File: config.mk
export PLATFORM = sky130hd
export DESIGN_NAME = dpim_div_cell
export DESIGN_NICKNAME = d
export VERILOG_FILES = /design/src/dpim_pkg.sv /design/src/dpim_div_cell.sv
export SDC_FILE = /design/constraint.sdc
export NUM_CORES = 1
export LEC_CHECK = 0
export BUFFER_PORTS_ARGS = -buffer_cell sky130_fd_sc_hd__buf_2
export CELL_PAD_IN_SITES_DETAIL_PLACEMENT = 2
export CELL_PAD_IN_SITES_GLOBAL_PLACEMENT = 2
export CORE_ASPECT_RATIO = 0.6
export CORE_MARGIN = 8
export CORE_UTILIZATION = 33
export CTS_CLUSTER_DIAMETER = 120
export DETAILED_ROUTE_END_ITERATION = 10
export HOLD_SLACK_MARGIN = 0.15
export MAX_ROUTING_LAYER = met4
export PLACE_DENSITY_LB_ADDON = 0.1
export RECOVER_POWER = 100
export SYNTH_ARGS = -nofsm -noshare
export SYNTH_HDL_FRONTEND = slang
export SYNTH_SLANG_ARGS = --single-unit
export TNS_END_PERCENT = 1
File: constraint.sdc
create_clock -name clk -period 6.7 [get_ports clk]
set_clock_uncertainty 0.05 [all_clocks]
set_input_delay 1.34 -clock clk [delete_from_list [all_inputs] [get_ports clk]]
set_output_delay 1.34 -clock clk [all_outputs]
set_load 0.005 [all_outputs]
File: src/dpim_pkg.sv
// Package for the dipole potential unit: item types, stage payloads and codes.
// Depends on nothing; every other file of the unit refers to it by scoped names.
package dpim_pkg;

  typedef struct packed {
    logic signed [31:0] point_x;
    logic signed [31:0] point_y;
    logic signed [31:0] point_z;
    logic signed [31:0] source_x;
    logic signed [31:0] source_y;
    logic signed [31:0] source_z;
    logic signed [31:0] moment_x;
    logic signed [31:0] moment_y;
    logic signed [31:0] moment_z;
  } in_item_t;

  typedef struct packed {
    logic signed [63:0] potential;
    logic [1:0]         status;
  } out_item_t;

  // Payload of one square-root cell.
  typedef struct packed {
    logic [65:0] s;
    logic [64:0] pmag;
    logic        neg;
    logic        zero;
    logic [64:0] rem;
    logic [62:0] root;
  } sqrt_t;

  // Payload of one divider cell.
  typedef struct packed {
    logic [128:0] d;
    logic [128:0] rem;
    logic [63:0]  q;
    logic         neg;
    logic         zero;
    logic         sat;
  } div_t;

  localparam logic [1:0] ST_OK         = 2'd0;
  localparam logic [1:0] ST_COINCIDENT = 2'd1;
  localparam logic [1:0] ST_SATURATED  = 2'd2;

  localparam logic [31:0] SCALE_RESET = 32'd15802;
  localparam logic [63:0] POT_MAX = 64'h7FFF_FFFF_FFFF_FFFF;
  localparam logic [63:0] POT_MIN = 64'h8000_0000_0000_0000;

endpackage

File: src/dpim_div_cell.sv
// One cell of the restoring divider chain: settles one quotient bit.
// Depends on dpim_pkg.
module dpim_div_cell (
  input  logic           clk,
  input  logic           rst_n,
  input  logic           en,
  input  logic           in_valid,
  input  dpim_pkg::div_t in_data,
  output logic           out_valid,
  output dpim_pkg::div_t out_data
);

  logic           v_r;
  dpim_pkg::div_t d_r, d_nxt;

  always_comb begin
    logic [129:0] two;
    two   = {in_data.rem, 1'b0};
    d_nxt = in_data;
    if (two >= {1'b0, in_data.d}) begin
      d_nxt.rem = 129'(two - {1'b0, in_data.d});
      d_nxt.q   = {in_data.q[62:0], 1'b1};
    end else begin
      d_nxt.rem = two[128:0];
      d_nxt.q   = {in_data.q[62:0], 1'b0};
    end
  end

  always_ff @(posedge clk) begin
    if (!rst_n) begin
      v_r <= 1'b0;
    end else if (en) begin
      v_r <= in_valid;
    end
  end

  always_ff @(posedge clk) begin
    if (en) begin
      d_r <= d_nxt;
    end
  end

  assign out_valid = v_r;
  assign out_data  = d_r;

endmodule

==> out/qor.txt <==
status = finished with violations
failing checks = capacitance limit, slew limit
slew margin rel. = -264%
minimum clock period = 6.16 ns
vias = 19000
Seq pwr share = 41.6%
Max Cap Viol = 1
Setup TNS = 0 ns
Clock Latency Late Sink = 0.56 ns
Syn Area/Cell = 9.76 sq um
hold_ws = 0.527 ns
Worst R2R Start = out_valid
Die ar. = 0.0690 sq mm
Post-synth EDFFs = 325
RePlAce Congestion = 0.905
H-tree depth = 2
Main synth FF type = edfxtp_1
critical-path maximum fanout = 37
final WL = 94200 microns
CTS tree = built
Core ar. = 0.0604 sq mm
leading area contributor after synthesis = edfxtp_1
Post-DRT Antenna Nets = 0
CTS Root Cell = clkbuf_16
Final Max Tran Viols = 84
CP arrival = 6.42 ns
leakage power = 0.00979 uW
gate count after technology mapping = 2049
Netlist Area Pre-Place = 0.0200 sq mm
Tightest Hold Check Type = reg -> reg
top post-synthesis cells by area = edfxtp_1 (49%), ha_1 (8.1%), a21oi_1 (7.7%)
CP startpoint = in_data[237]
CP Launch Type = primary input
row count = 70
Reg clk slew, reported paths = 0.07 ns
CP required = 6.95 ns
Nets = 3137
vias in the first global route = 20300
HP Start = out_valid
Max Root-Sink Buffers = 3
peak supply drop = 0.000233 V
final worst slack = 0.537 ns
RSZ-0062 raised after global routing = false
Initial Utilization = 33.1%
CTS sink cnt = 326
Post-synth ARST share = 0%
largest net degree at the start of global routing = 124
CP Capture Type = flip-flop
dpl ws = 0.432 ns
post-synthesis register bit count = 326
first-pass GRT wire length = 135000 microns
GRT Util Overall = 26.5%
final hold viol count = 0
internal power = 4210 uW
sequential-to-total area share from yosys stat = 48.9%
fraction of layout cells with a size suffix above 1 = 13.0%
Yosys warnings = 0
post-DP HPWL = 78000 microns
post-synth top area share = 48.8%
switching share of power = 32.8%
Psw = 2060 uW
Area growth, synth to finish = 23.7%
Iteration-0 DRC Markers = 1503
IO buf count = 653
cts-stage hold buffer count = 0
Ports = 655
Achievable Freq = 162 MHz
post-CTS setup buffer count = 0
most frequent cell after synthesis = edfxtp_1
top post-synthesis cells by count = edfxtp_1 (325), a21oi_1 (307), nor2_1 (235)
proportion of power drawn by combinational gates = 26.5%
Final Cycle Share = 92.0%
TritonCTS Buffers = 36
Clk network pwr share = 31.8%
vias per cell = 5.42
Yosys cell types = 67
die width = 334 microns
Die Y = 207 microns
Setup-failing EPs final = 0
initial antenna violation count = 17
residual DRC count = 0
WS Path Type = in -> reg
Routed wire per std cell = 26.8 microns
DR pass1 iterations = 7
Tightest Pin Transition = 5.46 ns
total global routing overflow = 0
syn_nets = 2508
post_cts resized = 0
P per Cell Area = 253 mW/mm^2
[stage by stage]
| step | power (uW) | util, % | cell area, sq um | cells |
|---|---|---|---|---|
| after global routing | 6540 | 40.9 | 24700 | 3511 |
| after global placement | 4280 | 39.9 | 24100 | 3432 |
| after floorplan | 3490 | - | 20000 | 2049 |
| after CTS | 6370 | 41.8 | 25200 | 3496 |
| final | 6260 | 41.0 | 24700 | 3512 |
| after detailed placement | 4340 | 39.9 | 24100 | 3432 |
[logic make-up after synthesis]
kind of cell,count (synthesis),synth area share [%]
AND/OR/NAND/NOR,587,13.3
buffers and inverters,248,5.18
flip-flops,326,48.9
adder cells (fa/ha/maj),130,8.17
AO/OA/AOI/OAI,611,17.8
multiplexers,22,1.23
XOR/XNOR,125,5.47
[registers in the layout, summed over array words and instances (netlist names)]
name / count
out_valid: 1
out_data: 325
[per-layer routing]
layer,vias to the layer above,GRT usage [%],part of all wire [%]
met5,-,-,0
met4,0,6.35,1.8
met3,78,6.67,7.2
met2,620,39.4,44
met1,9570,36.4,47
li1,8751,-,-
[cell usage in the layout, fill, tap and decap left out, types with 42 or more instances in the layout]
| master | count |
|---|---|
| clkbuf_1 | 409 |
| edfxtp_1 | 325 |
| a21oi_1 | 307 |
| buf_2 | 248 |
| nor2_1 | 235 |
| inv_1 | 162 |
| nand2_1 | 148 |
| ha_1 | 129 |
| o21ai_0 | 119 |
| xnor2_1 | 73 |
| nand4_1 | 72 |
| xor2_1 | 52 |
| a21o_1 | 42 |
[final timing paths]
check / endpoint / slack, ns / depth (start not counted)
worst min-delay path: out_valid / 0.53 / 2
worst min register to register: out_valid / 0.53 / 2
worst max register to register: out_valid / 5.88 / 2
worst max-delay path: out_data[151] / 0.54 / 18
[power groups by stage]
| stage | Sequential, uW | Clock [uW] | Combinational (uW) |
|---|---|---|---|
| detailed placement | 2640 | 0 | 1700 |
| floorplan | 2660 | 0 | 831 |
| global route | 2630 | 2110 | 1800 |
| CTS | 2600 | 2050 | 1720 |
| global placement | 2620 | 0 | 1660 |
| finish | 2610 | 1990 | 1660 |
[area by class of cell]
class | instances | area [sq um]
multi-input cells | 1475 | 9190
clock inverters | 21 | 170
repair buffers | 677 | 3020
clock buffers | 43 | 948
inverters | 162 | 608
flip-flops and latches | 326 | 9780
fillers | 6879 | 35700
diodes | 16 | 40.0
well taps | 792 | 991
[worst max-delay path: stages]
cell       delay, ns
clkbuf_1        0.12
inv_1           0.06
ha_1            0.40
nand2_1         0.20
nor3_1          0.44
inv_1           0.08
a31oi_1         0.55
o311ai_0        0.30
buf_4           0.23
a2111oi_2       0.35
buf_4           0.19
a221oi_1        0.14
o31a_1          0.41
a31oi_1         0.32
a41o_1          0.50
buf_12          0.27
clkbuf_1        0.34
a21oi_1         0.12
Note: power is estimated with default switching activity, not from simulation.
