`config.mk`:
```
export PLATFORM = sky130hd
export DESIGN_NAME = dpim_sqrt_cell
export DESIGN_NICKNAME = d
export VERILOG_FILES = /design/src/dpim_pkg.sv /design/src/dpim_sqrt_cell.sv
export SDC_FILE = /design/constraint.sdc
export NUM_CORES = 1
export LEC_CHECK = 0
export ABC_AREA = 1
export BUFFER_PORTS_ARGS = -buffer_cell sky130_fd_sc_hd__clkbuf_2
export CORE_AREA = 5 5 203 205
export CTS_CLUSTER_DIAMETER = 120
export DETAILED_ROUTE_END_ITERATION = 12
export DIE_AREA = 0 0 208 210
export PLACE_DENSITY = 0.71
export SLEW_MARGIN = 20
export SYNTH_ARGS = -nofsm -noshare
export SYNTH_HDL_FRONTEND = slang
export SYNTH_SLANG_ARGS = --single-unit
```
`constraint.sdc`:
```
create_clock -name clk -period 4.85 [get_ports clk]
set_clock_uncertainty 0.15 [all_clocks]
set_input_delay 0.2425 -clock clk [delete_from_list [all_inputs] [get_ports clk]]
set_output_delay 0.2425 -clock clk [all_outputs]
set_load 0.02 [all_outputs]
```
`src/dpim_pkg.sv`:
```
// Package for the dipole potential unit: item types, stage payloads and codes.
// Depends on nothing; every other file of the unit refers to it by scoped names.
package dpim_pkg;

  typedef struct packed {
    logic signed [31:0] point_x;
    logic signed [31:0] point_y;
    logic signed [31:0] point_z;
    logic signed [31:0] source_x;
    logic signed [31:0] source_y;
    logic signed [31:0] source_z;
    logic signed [31:0] moment_x;
    logic signed [31:0] moment_y;
    logic signed [31:0] moment_z;
  } in_item_t;

  typedef struct packed {
    logic signed [63:0] potential;
    logic [1:0]         status;
  } out_item_t;

  // Payload of one square-root cell.
  typedef struct packed {
    logic [65:0] s;
    logic [64:0] pmag;
    logic        neg;
    logic        zero;
    logic [64:0] rem;
    logic [62:0] root;
  } sqrt_t;

  // Payload of one divider cell.
  typedef struct packed {
    logic [128:0] d;
    logic [128:0] rem;
    logic [63:0]  q;
    logic         neg;
    logic         zero;
    logic         sat;
  } div_t;

  localparam logic [1:0] ST_OK         = 2'd0;
  localparam logic [1:0] ST_COINCIDENT = 2'd1;
  localparam logic [1:0] ST_SATURATED  = 2'd2;

  localparam logic [31:0] SCALE_RESET = 32'd15802;
  localparam logic [63:0] POT_MAX = 64'h7FFF_FFFF_FFFF_FFFF;
  localparam logic [63:0] POT_MIN = 64'h8000_0000_0000_0000;

endpackage

```
`src/dpim_sqrt_cell.sv`:
```
// One cell of the square-root chain: settles one root bit from two radicand bits.
// Depends on dpim_pkg.
module dpim_sqrt_cell (
  input  logic            clk,
  input  logic            rst_n,
  input  logic            en,
  input  logic            in_valid,
  input  dpim_pkg::sqrt_t in_data,
  input  logic [1:0]      digit,
  output logic            out_valid,
  output dpim_pkg::sqrt_t out_data
);

  logic            v_r;
  dpim_pkg::sqrt_t d_r, d_nxt;

  always_comb begin
    logic [66:0] cur;
    logic [66:0] trial;
    cur   = {in_data.rem, digit};
    trial = {2'b00, in_data.root, 2'b01};
    d_nxt = in_data;
    if (cur >= trial) begin
      d_nxt.rem  = 65'(cur - trial);
      d_nxt.root = {in_data.root[61:0], 1'b1};
    end else begin
      d_nxt.rem  = cur[64:0];
      d_nxt.root = {in_data.root[61:0], 1'b0};
    end
  end

  always_ff @(posedge clk) begin
    if (!rst_n) begin
      v_r <= 1'b0;
    end else if (en) begin
      v_r <= in_valid;
    end
  end

  always_ff @(posedge clk) begin
    if (en) begin
      d_r <= d_nxt;
    end
  end

  assign out_valid = v_r;
  assign out_data  = d_r;

endmodule

```
==> impl_metrics.csv <==
group,metric,value,unit
logic_synthesis,synth.yosys.warnings,0,
routing,vias,15472,
die,core.rowCount,73,
sta,setup_violations,0,
pwr,p_int,4660,uW
routing,initialDrtViolationCount,1111,
logic_synthesis,postSynthNetCount,2213,
final_layout,area_growth,44.7,%
run_status,outcome,"finished clean",
logic_synthesis,synth-edff-count,261,
pwr,pwr-share-clk,32.3,%
placement,post-dp-hpwl,52400,um
sta,hold_viol,0,
min_path,hold_path_class,"primary input to flop",
die,initial_core_util,38.6,%
logic_synthesis,synthTopCellsByArea,"edfxtp_1 (52%), nand2_1 (18%), inv_1 (9.9%)",
clock_network,cts.clk_slew.worst_paths,60,ps
setup_path,startpoint_type,"primary input",
pwr,pwr-share-seq,41.3,%
clock_network,cts_tree,"done",
placement,place.port_buffers,528,
clock_network,insertion_delay,560,ps
pwr,finalPower,6890,uW
sta,slew_viol_final,0,
setup_path,slowest_stage,"nand2_4",
setup_path,crit_path_max_fanout,67,
sta,tightest_slew,838,ps
final_layout,finalNonFillerCells,3235,
routing,vias_per_cell,4.78,
routing,drt-wirelength-per-cell,20.6,um
clock_network,cts.sinks,262,
routing,routed_wl,66600,um
die,die_h,210,um
setup_path,path_cells,"dlygate4sd3_1 > clkbuf_2 > inv_1 > ha_1 > nand2_1 > nor2_2 > nand2_1 > inv_1 > nand2_1 > nand2_1 > inv_1 > nand2_1 > nand2_2 > nand2_4 > o21ai_0",
setup_path,arrival,3400,ps
die,fp.dieArea,0.0437,mm2
setup_path,critPathTopFamily,"simple AND/OR/NAND/NOR gates",
routing,postRouteAntennaNets,0,
global_route,antenna_found_initial,2,
pwr,switchingPower,2230,uW
final_layout,final_nets,3018,
logic_synthesis,ys.flop_type,"edfxtp_1",
global_route,grt_usage,29.3,%
pwr,powerDensity,314,mW/mm2
global_route,grt_overflow,0,
logic_synthesis,syn-instance-count,1881,
logic_synthesis,syn_area,0.0152,mm2
clock_network,clock-root-buffer,"clkbuf_16",
logic_synthesis,synth_top_area_share,51.6,%
global_route,grt_pass1_vias,15585,
setup_path,end_kind,"flop",
logic_synthesis,syn-mean-instance-area,8.07,um2
global_route,grt-busiest-layer,"met2",
logic_synthesis,async_flop_share,0,%
pwr,swShare,32.4,%
routing,drc,0,
setup_path,crit_path_max_incr_delay,620,ps
global_route,use_met2,52.2,%
final_layout,drive_above_1_share,22.7,%
logic_synthesis,yosysSeqAreaShare,51.8,%
clock_network,numCtsBuffers,30,
die,ios,529,
sta,setup-tns-final,0,ps
sta,relSlewSlack,44.1,%
logic_synthesis,synth_most_common_cell,"nand2_1",
clock_network,ctsLongestPathBuffers,3,
sta,rsz0062_at_grt,"false",
clock_network,cts_resized,0,
pwr,peakVddDrop,0.305,mV
global_route,use_met1,35.7,%
clock_network,htreeDepth,1,
setup_path,path_class,"primary input to flop",
logic_synthesis,synth_cell_type_count,27,
sta,post-route-period-util,67.5,%
flow_run,cap_violations,0,
die,coreArea,0.0393,mm2
routing,drtPass1Iterations,5,
setup_path,path_buf_inv,5,
logic_synthesis,synth_common_cells,"nand2_1 (729), inv_1 (402), edfxtp_1 (261), nand3_1 (152), nor2_1 (93)",
global_route,grtUsageMet3,5.37,%
sta,min_period,3270,ps
global_route,grt_max_degree,102,
die,fp.dieW,208,um
placement,gp_congestion,0.969,
sta,fmax,306,MHz
logic_synthesis,post-synth-top-area-cell,"edfxtp_1",
pwr,power_frac_comb,26.4,%
global_route,grt_pass1_wl,97600,um
pwr,leakagePower,0.0116,uW
setup_path,cpMostUsedCell,"nand2_1",
placement,placedCellCount,2918,
logic_synthesis,ys_seq_elements,262,
setup_path,critPathRequiredTime,4980,ps
## final timing paths
path	startpoint	endpoint	slack (ps)	cells after the start
max	in_data[30]	out_data[64]	1580	15
max reg2reg	out_valid	out_valid	3460	3
min reg2reg	out_valid	out_valid	990	3
min	en	out_data[207]	4	1
## power groups by stage
stage / logic [uW] / clock network, uW / registers (uW)
after global placement: 1610 / 0 / 2890
after global routing: 1970 / 2360 / 2860
after CTS: 1810 / 2260 / 2840
after floorplan: 651 / 0 / 3160
after detailed placement: 1620 / 0 / 2890
final: 1820 / 2230 / 2850
## kinds of logic (layout without fill, tap and decap cells)
family | after synthesis | in the layout | share of synthesized area (%)
DFF | 262 | 262 | 51.8
xor gates and xnor gates | 30 | 30 | 1.73
buffers and inverters | 428 | 1254 | 11.0
adders and majority gates | 65 | 65 | 5.36
AOI/OAI and AO/OA | 50 | 50 | 1.67
and+or+nand+nor | 1046 | 1046 | 28.5
other | 0 | 3 | 0
## registers in the layout, summed over array words and instances, names as in the netlist
register,flops
out_data,261
out_valid,1
## layer usage
layer  share of wire, %  up-vias
li1                   -     7482
met1                 40     7263
met2                 50      601
met3                6.4      126
met4                4.0        0
met5                  0        -
## through the flow
| stage | util (%) | area [um2] | hold WS, ps | setup WS, ps |
|---|---|---|---|---|
| after floorplan | - | 15200 | 186 | 2690 |
| after global placement | 46.9 | 18400 | 271 | 1610 |
| after detailed placement | 46.9 | 18400 | 271 | 1570 |
| after CTS | 55.9 | 22000 | 5.30 | 1550 |
| after global routing | 55.9 | 22000 | 19.6 | 1350 |
| final | 55.9 | 22000 | 3.92 | 1580 |
## final cells by class
type / instances / area, um2
Antenna cell: 3 / 7.51
Inverter: 407 / 1530
Multi-Input combinational cell: 1191 / 5660
Timing Repair Buffer: 794 / 5320
Clock inverter: 18 / 154
Clock buffer: 35 / 791
Fill cell: 3641 / 17300
Sequential cell: 262 / 7860
Tap cell: 525 / 657
## cells in the final DEF (no fill, tap or decap), types with 2 or more instances in the layout
cell / synthesis / layout
nand2_1: 729 / 729
clkbuf_2: 0 / 527
inv_1: 402 / 402
dlygate4sd3_1: 0 / 261
edfxtp_1: 261 / 261
nand3_1: 152 / 152
nor2_1: 93 / 93
ha_1: 65 / 65
a21oi_1: 46 / 46
clkbuf_16: 0 / 31
xor2_1: 30 / 30
nor2_2: 20 / 19
nand3b_1: 16 / 16
nor3_1: 9 / 9
nand4_1: 6 / 6
clkinv_2: 0 / 6
nand2_2: 5 / 5
inv_2: 5 / 5
nor4_1: 5 / 5
and3_1: 4 / 4
clkinv_1: 0 / 4
clkbuf_1: 0 / 4
buf_4: 0 / 4
diode_2: 0 / 3
o21ai_0: 3 / 3
inv_6: 0 / 3
clkinvlp_4: 0 / 3
nor2_4: 1 / 2
or2_2: 2 / 2
bufinv_16: 0 / 2
## repair_timing
| item | in CTS | in global routing |
|---|---|---|
| hold buffers | 261 | 0 |
| endpoints found under the hold margin | 260 | 0 |
| buffers inserted | 0 | 0 |
Note: power is estimated with default switching activity, not from simulation.
